<file path="src/hw/rtl/tlvd_pkg.sv">
// Shared types and codes for the TLV stream deframer.
`default_nettype none
package tlvd_pkg;

   // Role of one payload byte within its element
   typedef enum logic [1:0] {
      ROLE_TYPE   = 2'd0,
      ROLE_LEN_LO = 2'd1,
      ROLE_LEN_HI = 2'd2,
      ROLE_VALUE  = 2'd3
   } role_type;

   // One parsed result
   typedef struct packed {
      role_type    byte_role;
      logic [7:0]  elem_type;
      logic [15:0] elem_length;
      logic [7:0]  value_byte;
      logic [15:0] value_index;
      logic        element_end;
      logic        payload_end;
      logic        truncated;
   } result_type;

endpackage
`default_nettype wire

</file>
<file path="src/hw/rtl/tlvd_req_if.sv">
// Input byte channel of the TLV stream deframer.
`default_nettype none
interface tlvd_req_if;
   logic       valid;
   logic       ready;
   logic [7:0] data_byte;
   logic       payload_last;

   modport source (output valid, output data_byte, output payload_last, input ready);
   modport sink   (input valid, input data_byte, input payload_last, output ready);
endinterface
`default_nettype wire

</file>
<file path="src/hw/rtl/tlvd_rsp_if.sv">
// Result channel of the TLV stream deframer.
`default_nettype none
interface tlvd_rsp_if;
   logic        valid;
   logic        ready;
   logic [1:0]  byte_role;
   logic [7:0]  elem_type;
   logic [15:0] elem_length;
   logic [7:0]  value_byte;
   logic [15:0] value_index;
   logic        element_end;
   logic        payload_end;
   logic        truncated;

   modport source (output valid, output byte_role, output elem_type, output elem_length,
                   output value_byte, output value_index, output element_end,
                   output payload_end, output truncated, input ready);
   modport sink   (input valid, input byte_role, input elem_type, input elem_length,
                   input value_byte, input value_index, input element_end,
                   input payload_end, input truncated, output ready);
endinterface
`default_nettype wire

</file>
<file path="src/hw/rtl/tlvd_parser.sv">
// Parse state and per-byte decode of type, length and value bytes.
`default_nettype none
module tlvd_parser (
   input  wire logic                clock,
   input  wire logic                reset,
   input  wire logic                step,
   input  wire logic [7:0]          data_byte,
   input  wire logic                payload_last,
   output tlvd_pkg::result_type     result
);
   import tlvd_pkg::*;

   role_type    phase_ff,  phase_in;
   logic [7:0]  type_ff,   type_in;
   logic [15:0] length_ff, length_in;
   logic [15:0] count_ff,  count_in;

   logic [15:0] count_plus;
   logic        elem_end;
   role_type    next_phase;

   assign count_plus = count_ff + 16'd1;

   // Decode the current byte by phase
   always_comb begin
      type_in    = type_ff;
      length_in  = length_ff;
      count_in   = count_ff;
      elem_end   = 1'b0;
      next_phase = ROLE_TYPE;
      result     = '0;
      result.byte_role   = phase_ff;
      result.payload_end = payload_last;
      unique case (phase_ff)
         ROLE_TYPE: begin
            type_in    = data_byte;
            length_in  = '0;
            next_phase = ROLE_LEN_LO;
         end
         ROLE_LEN_LO: begin
            length_in  = {8'd0, data_byte};
            next_phase = ROLE_LEN_HI;
         end
         ROLE_LEN_HI: begin
            length_in          = {data_byte, length_ff[7:0]};
            result.elem_length = length_in;
            count_in           = '0;
            elem_end           = (length_in == 16'd0);
            next_phase         = elem_end ? ROLE_TYPE : ROLE_VALUE;
         end
         ROLE_VALUE: begin
            result.elem_length = length_ff;
            result.value_byte  = data_byte;
            result.value_index = count_ff;
            count_in           = count_plus;
            elem_end           = (count_plus == length_ff);
            next_phase         = elem_end ? ROLE_TYPE : ROLE_VALUE;
         end
         default: begin
            next_phase = ROLE_TYPE;
         end
      endcase
      result.elem_type   = type_in;
      result.element_end = elem_end;
      result.truncated   = payload_last && !elem_end;
      phase_in = payload_last ? ROLE_TYPE : next_phase;
   end

   // State advances once per transaction
   always_ff @(posedge clock) begin
      if (reset) begin
         phase_ff  <= ROLE_TYPE;
         type_ff   <= '0;
         length_ff <= '0;
         count_ff  <= '0;
      end else if (step) begin
         phase_ff  <= phase_in;
         type_ff   <= type_in;
         length_ff <= length_in;
         count_ff  <= count_in;
      end
   end

   a_last_to_type: assert property (@(posedge clock) disable iff (reset)
      step && payload_last |=> phase_ff == ROLE_TYPE)
      else $error("phase not back to type after final byte");

   a_index_in_range: assert property (@(posedge clock) disable iff (reset)
      phase_ff == ROLE_VALUE |-> count_ff < length_ff)
      else $error("value index beyond element length");

   a_value_len_nonzero: assert property (@(posedge clock) disable iff (reset)
      step && phase_ff == ROLE_LEN_HI && !payload_last && data_byte == 8'd0
      && length_ff[7:0] == 8'd0 |=> phase_ff == ROLE_TYPE)
      else $error("empty element entered value phase");

endmodule
`default_nettype wire

</file>
<file path="src/hw/rtl/tlv_stream_deframer.sv">
// TLV stream deframer top level: input register, byte parser, result register.
// Each accepted byte's result is registered once the result register is free or being drained.
// Throughput: 1 byte per cycle while rsp_chan is ready; the parser's phase update
// and one 16-bit counter compare sit between the input and result registers.
// Reset (synchronous, active high) empties both registers and sets the parser
// to expect a type byte with type, length and index cleared.
`default_nettype none
module tlv_stream_deframer (
   input  wire logic   clock,
   input  wire logic   reset,
   tlvd_req_if.sink    req_chan,
   tlvd_rsp_if.source  rsp_chan
);
   import tlvd_pkg::*;

   logic       in_valid_ff, in_valid_in;
   logic [7:0] in_data_ff;
   logic       in_last_ff;
   logic       out_valid_ff, out_valid_in;
   result_type out_ff;
   result_type parsed;
   logic       advance;
   logic       req_fire;

   // Input stage moves on when the result register is free or being drained
   assign advance  = in_valid_ff && (!out_valid_ff || rsp_chan.ready);
   assign req_chan.ready = !in_valid_ff || advance;
   assign req_fire = req_chan.valid && req_chan.ready;

   assign in_valid_in  = req_fire || (in_valid_ff && !advance);
   assign out_valid_in = advance || (out_valid_ff && !rsp_chan.ready);

   tlvd_parser u_parser (
      .clock        (clock),
      .reset        (reset),
      .step         (advance),
      .data_byte    (in_data_ff),
      .payload_last (in_last_ff),
      .result       (parsed)
   );

   // Valid bits
   always_ff @(posedge clock) begin
      if (reset) begin
         in_valid_ff  <= 1'b0;
         out_valid_ff <= 1'b0;
      end else begin
         in_valid_ff  <= in_valid_in;
         out_valid_ff <= out_valid_in;
      end
   end

   // Payload registers
   always_ff @(posedge clock) begin
      if (req_fire) begin
         in_data_ff <= req_chan.data_byte;
         in_last_ff <= req_chan.payload_last;
      end
      if (advance) begin
         out_ff <= parsed;
      end
   end

   assign rsp_chan.valid       = out_valid_ff;
   assign rsp_chan.byte_role   = out_ff.byte_role;
   assign rsp_chan.elem_type   = out_ff.elem_type;
   assign rsp_chan.elem_length = out_ff.elem_length;
   assign rsp_chan.value_byte  = out_ff.value_byte;
   assign rsp_chan.value_index = out_ff.value_index;
   assign rsp_chan.element_end = out_ff.element_end;
   assign rsp_chan.payload_end = out_ff.payload_end;
   assign rsp_chan.truncated   = out_ff.truncated;

   a_no_overwrite: assert property (@(posedge clock) disable iff (reset)
      out_valid_ff && !rsp_chan.ready |-> !advance)
      else $error("result overwritten while stalled");

   a_trunc_final: assert property (@(posedge clock) disable iff (reset)
      out_valid_ff && out_ff.truncated |-> out_ff.payload_end && !out_ff.element_end)
      else $error("truncated result without final byte");

   a_input_held: assert property (@(posedge clock) disable iff (reset)
      in_valid_ff && !advance |=> in_valid_ff && $stable(in_data_ff))
      else $error("stalled input register lost its byte");

endmodule
`default_nettype wire

</file>
<file path="src/flat_wrapper.sv">
// flat-port wrapper written by rule: the top's interface ports become plain ports
module tlv_stream_deframer_flat import tlvd_pkg::*;
  (clock, reset, req_chan_valid, req_chan_data_byte, req_chan_payload_last, req_chan_ready, rsp_chan_valid, rsp_chan_byte_role, rsp_chan_elem_type, rsp_chan_elem_length, rsp_chan_value_byte, rsp_chan_value_index, rsp_chan_element_end, rsp_chan_payload_end, rsp_chan_truncated, rsp_chan_ready);
  tlvd_req_if req_chan_i ();
  tlvd_rsp_if rsp_chan_i ();
  input  wire logic clock;
  input  wire logic reset;
  input wire logic [$bits(req_chan_i.valid)-1:0] req_chan_valid;
  input wire logic [$bits(req_chan_i.data_byte)-1:0] req_chan_data_byte;
  input wire logic [$bits(req_chan_i.payload_last)-1:0] req_chan_payload_last;
  output wire logic [$bits(req_chan_i.ready)-1:0] req_chan_ready;
  output wire logic [$bits(rsp_chan_i.valid)-1:0] rsp_chan_valid;
  output wire logic [$bits(rsp_chan_i.byte_role)-1:0] rsp_chan_byte_role;
  output wire logic [$bits(rsp_chan_i.elem_type)-1:0] rsp_chan_elem_type;
  output wire logic [$bits(rsp_chan_i.elem_length)-1:0] rsp_chan_elem_length;
  output wire logic [$bits(rsp_chan_i.value_byte)-1:0] rsp_chan_value_byte;
  output wire logic [$bits(rsp_chan_i.value_index)-1:0] rsp_chan_value_index;
  output wire logic [$bits(rsp_chan_i.element_end)-1:0] rsp_chan_element_end;
  output wire logic [$bits(rsp_chan_i.payload_end)-1:0] rsp_chan_payload_end;
  output wire logic [$bits(rsp_chan_i.truncated)-1:0] rsp_chan_truncated;
  input wire logic [$bits(rsp_chan_i.ready)-1:0] rsp_chan_ready;
  assign req_chan_i.valid = req_chan_valid;
  assign req_chan_i.data_byte = req_chan_data_byte;
  assign req_chan_i.payload_last = req_chan_payload_last;
  assign req_chan_ready = req_chan_i.ready;
  assign rsp_chan_valid = rsp_chan_i.valid;
  assign rsp_chan_byte_role = rsp_chan_i.byte_role;
  assign rsp_chan_elem_type = rsp_chan_i.elem_type;
  assign rsp_chan_elem_length = rsp_chan_i.elem_length;
  assign rsp_chan_value_byte = rsp_chan_i.value_byte;
  assign rsp_chan_value_index = rsp_chan_i.value_index;
  assign rsp_chan_element_end = rsp_chan_i.element_end;
  assign rsp_chan_payload_end = rsp_chan_i.payload_end;
  assign rsp_chan_truncated = rsp_chan_i.truncated;
  assign rsp_chan_i.ready = rsp_chan_ready;
  tlv_stream_deframer u_core (.clock(clock), .reset(reset), .req_chan(req_chan_i), .rsp_chan(rsp_chan_i));
endmodule
</file>
<file path="config.mk">
export PLATFORM = sky130hd
export DESIGN_NAME = tlv_stream_deframer_flat
export DESIGN_NICKNAME = d
export VERILOG_FILES = /design/src/hw/rtl/tlvd_pkg.sv /design/src/hw/rtl/tlvd_req_if.sv /design/src/hw/rtl/tlvd_rsp_if.sv /design/src/hw/rtl/tlvd_parser.sv /design/src/hw/rtl/tlv_stream_deframer.sv /design/src/flat_wrapper.sv
export SDC_FILE = /design/constraint.sdc
export NUM_CORES = 1
export LEC_CHECK = 0
export ABC_CLOCK_PERIOD_IN_PS = 4200
export BUFFER_PORTS_ARGS = -buffer_cell sky130_fd_sc_hd__buf_2
export CAP_MARGIN = 20
export CORE_AREA = 10 10 105 117
export CTS_CLUSTER_DIAMETER = 30
export DETAILED_ROUTE_END_ITERATION = 12
export DIE_AREA = 0 0 115 127
export PLACE_DENSITY = 0.71
export SYNTH_ARGS = -nofsm -noshare
export SYNTH_HDL_FRONTEND = slang
export SYNTH_HIERARCHICAL = 1
export SYNTH_SLANG_ARGS = --single-unit
</file>
<file path="constraint.sdc">
create_clock -name clock -period 4.2 [get_ports clock]
set_input_delay 0.84 -clock clock [delete_from_list [all_inputs] [get_ports clock]]
set_output_delay 0.84 -clock clock [all_outputs]
set_load 0.1 [all_outputs]
</file>
==> results.toml <==
[final_layout]
drive_above_1_share_pct = 20.7
utilization_pct = 55.3
fin_nets = 515
areaGrowthSynthToFinish_pct = 14.8
antenna_cells = 0

[sta]
hold_ws_ns = 0.500
fin_tns_setup_ns = 0
tightest_slew_ns = 0.901
fin_crit_ns = 2.97
skew_ns = 0.0106
setup_viol = 0
drv_slew = 0
rsz0062_at_grt = "false"
setup_slack_ns = 1.23
max_freq_mhz = 336
final_hold_viol_count = 0
timing.final.crit_share_pct = 70.8
maxSlewHeadroom_pct = 39.9

[grt]
antenna_found_initial = 0
grt_overflow = 0
grt_usage_pct = 15.9
grt_pass1_wl_mm = 18.6
grt_max_degree = 59
grt_pass1_vias = 3557

[drt]
drt_pass1_iterations = 6
vias_per_cell = 5.68
route.detailed.drc = 0
ant_nets = 0
drt-initial-drc-count = 252
avgRoutedWirePerCell_um = 18.3
dr_total_vias = 3550
wl_mm = 11.4

[die]
pin_count = 68
initial_core_util_pct = 48.2
rows = 39
dieArea_mm2 = 0.0146
die_h_um = 127
core_mm2 = 0.0101
dieWidth_um = 115

[yosys]
ys_warn_count = 6
syn_area_mm2 = 0.00484
yosysTopAreaCell = "edfxtp_1"
syn_inst = 446
postSynth.topFlopCell = "edfxtp_1"
synthTopCellsByArea = "edfxtp_1 (38%), dfxtp_1 (18%), and2_1 (3.2%), a21oi_1 (2.8%), nand2_1 (2.8%)"
synth.avg_cell_area_um2 = 10.9
synth_edf_count = 62
ys_types = 60
synth_top_area_share_pct = 38.4
ys_seq_elements = 106
synth_async_sr_flop_share_pct = 0
syn-num-nets = 464
ys_seq_area_share_pct = 56.6

[setup_path]
end_kind = "flip-flop"
worst-endpoint-arrival_ns = 3.05
start_kind = "flip-flop"
worstPathRequired_ns = 4.28
crit_fanout = 9
path_class = "reg2reg"

[clock_tree]
numCtsBuffers = 9
cts_resized = 0
clk_pin_slew_worst_paths_ns = 0.07
htreeDepth = 3
cts_buffer_depth = 2
clock_latency_ns = 0.35
cts-root-buf = "clkbuf_16"
cts_tree = "done"
cts_sinks = 106
postCtsSetupRepairBufs = 0
ctsHoldBuffers = 0

[hold_path]
hold_path_class = "reg2reg"

[job]
cap_violations = 0

[placement]
place_ws_ns = 1.21
io_buffers = 67
place_hpwl_mm = 7.77
gp_congestion = 0.906

[pwr]
power.density_mw_per_mm2 = 422
ir_drop_v = 0.000314
p_leak_nw = 2.02

[run_status]
outcome = "finished, final reports clean"
metal layers:
metal	vias up	routed length, um	global-route usage, %
met2	130	5660	25.9
met3	25	717	4.35
met5	-	0	0
met1	1678	4760	19.0
li1	1717	-	-
met4	0	291	7.29
area by class of cell:
| cell class | count | area, um^2 |
|---|---|---|
| Clock buffer | 9 | 225 |
| Clock inverter | 7 | 113 |
| Fill cell | 871 | 4500 |
| Inverter | 10 | 37.5 |
| Multi-Input combinational cell | 300 | 1930 |
| Sequential cell | 106 | 2740 |
| Tap cell | 123 | 154 |
| Timing Repair Buffer | 70 | 358 |
final timing paths:
path | start | endpoint | slack [ns] | cells past startpoint
hold reg to reg | u_core/u_parser/type_ff[7]$_SDFFE_PP0P_ | u_core/u_parser/type_ff[7]$_SDFFE_PP0P_ | 0.50 | 2
hold / removal | u_core/u_parser/type_ff[7]$_SDFFE_PP0P_ | u_core/u_parser/type_ff[7]$_SDFFE_PP0P_ | 0.50 | 2
setup / recovery | u_core/u_parser/count_ff[0]$_SDFFE_PP0P_ | u_core/rsp_chan.truncated$_DFFE_PP_ | 1.23 | 7
setup reg to reg | u_core/u_parser/count_ff[0]$_SDFFE_PP0P_ | u_core/rsp_chan.truncated$_DFFE_PP_ | 1.23 | 7
Yosys cell counts, types with 2 or more instances:
cell type and n:
xnor2_1 12, inv_1 9, a211oi_1 2, and3_1 3, clkbuf_1 16, nor3b_1 3, nor4_1 7, buf_2 3
a31oi_1 4, nor2b_1 15, nand4_1 12, xor2_1 8, ha_1 5, buf_1 5, a22o_1 8, nand2_1 36
nand3_1 15, nor2_1 35, buf_4 5, edfxtp_1 62, mux2i_1 13, o21ai_0 16, a22oi_1 7, and2_1 25
nor3_1 5, mux2_2 9, nand2b_1 3, a21oi_1 27, a2bb2oi_1 2, dfxtp_1 44
logic make-up (layout without fill, tap and decap cells):
family | Yosys count | count (layout) | synth area share, %
xor+xnor | 20 | 20 | 3.62
buf+inv | 40 | 96 | 3.59
fa+ha+maj | 5 | 5 | 1.29
compound gates | 82 | 82 | 11.1
simple gates | 171 | 171 | 18.9
flops | 106 | 106 | 56.6
mux | 22 | 22 | 4.78
worst max-delay path, stage by stage, from the launching register on:
cell and delay (ns):
dfxtp_1 0.50, ha_1 0.36, nand3_4 0.16, or3_1 0.40, a2111oi_2 0.36, nand4_1 0.22, nor4_1 0.55, a31oi_1 0.15
registers in the layout, summed over array words and instances (netlist names):
register	flops
u_core/rsp_chan.elem_length	16
u_core/in_data_ff	8
u_core/rsp_chan.value_byte	8
u_core/u_parser/phase_ff	2
u_core/rsp_chan.byte_role	2
u_core/rsp_chan.payload_end	1
u_core/u_parser/type_ff	8
u_core/rsp_chan.value_index	16
u_core/rsp_chan.truncated	1
u_core/u_parser/count_ff	16
u_core/u_parser/length_ff	16
u_core/in_valid_ff	1
u_core/rsp_chan.valid	1
u_core/in_last_ff	1
u_core/rsp_chan.elem_type	8
u_core/rsp_chan.element_end	1
power by group:
group / leakage, nW / internal (mW) / switching [mW]
combinational: 0.917 / 0.0388 / 0.222
clock: 0.161 / 0.535 / 0.398
sequential: 0.937 / 1.13 / 0.0199
cells in the final DEF (no fill, tap or decap), types with 12 or more instances in the layout:
cell / netlist / routed
a21oi_1: 27 / 27
and2_1: 25 / 25
buf_2: 3 / 67
dfxtp_1: 44 / 44
edfxtp_1: 62 / 62
mux2i_1: 13 / 13
nand2_1: 36 / 36
nand3_1: 15 / 15
nand4_1: 12 / 12
nor2_1: 35 / 35
nor2b_1: 15 / 15
o21ai_0: 16 / 16
xnor2_1: 12 / 12
metrics by stage:
stage	power [mW]	area, um^2	cells
2_1_floorplan	1.39	4840	446
3_3_place_gp	1.44	5220	609
3_5_place_dp	1.44	5220	609
4_1_cts	2.37	5560	625
5_1_grt	2.43	5560	625
6_report	2.35	5560	625
Note: power is estimated with default switching activity, not from simulation.
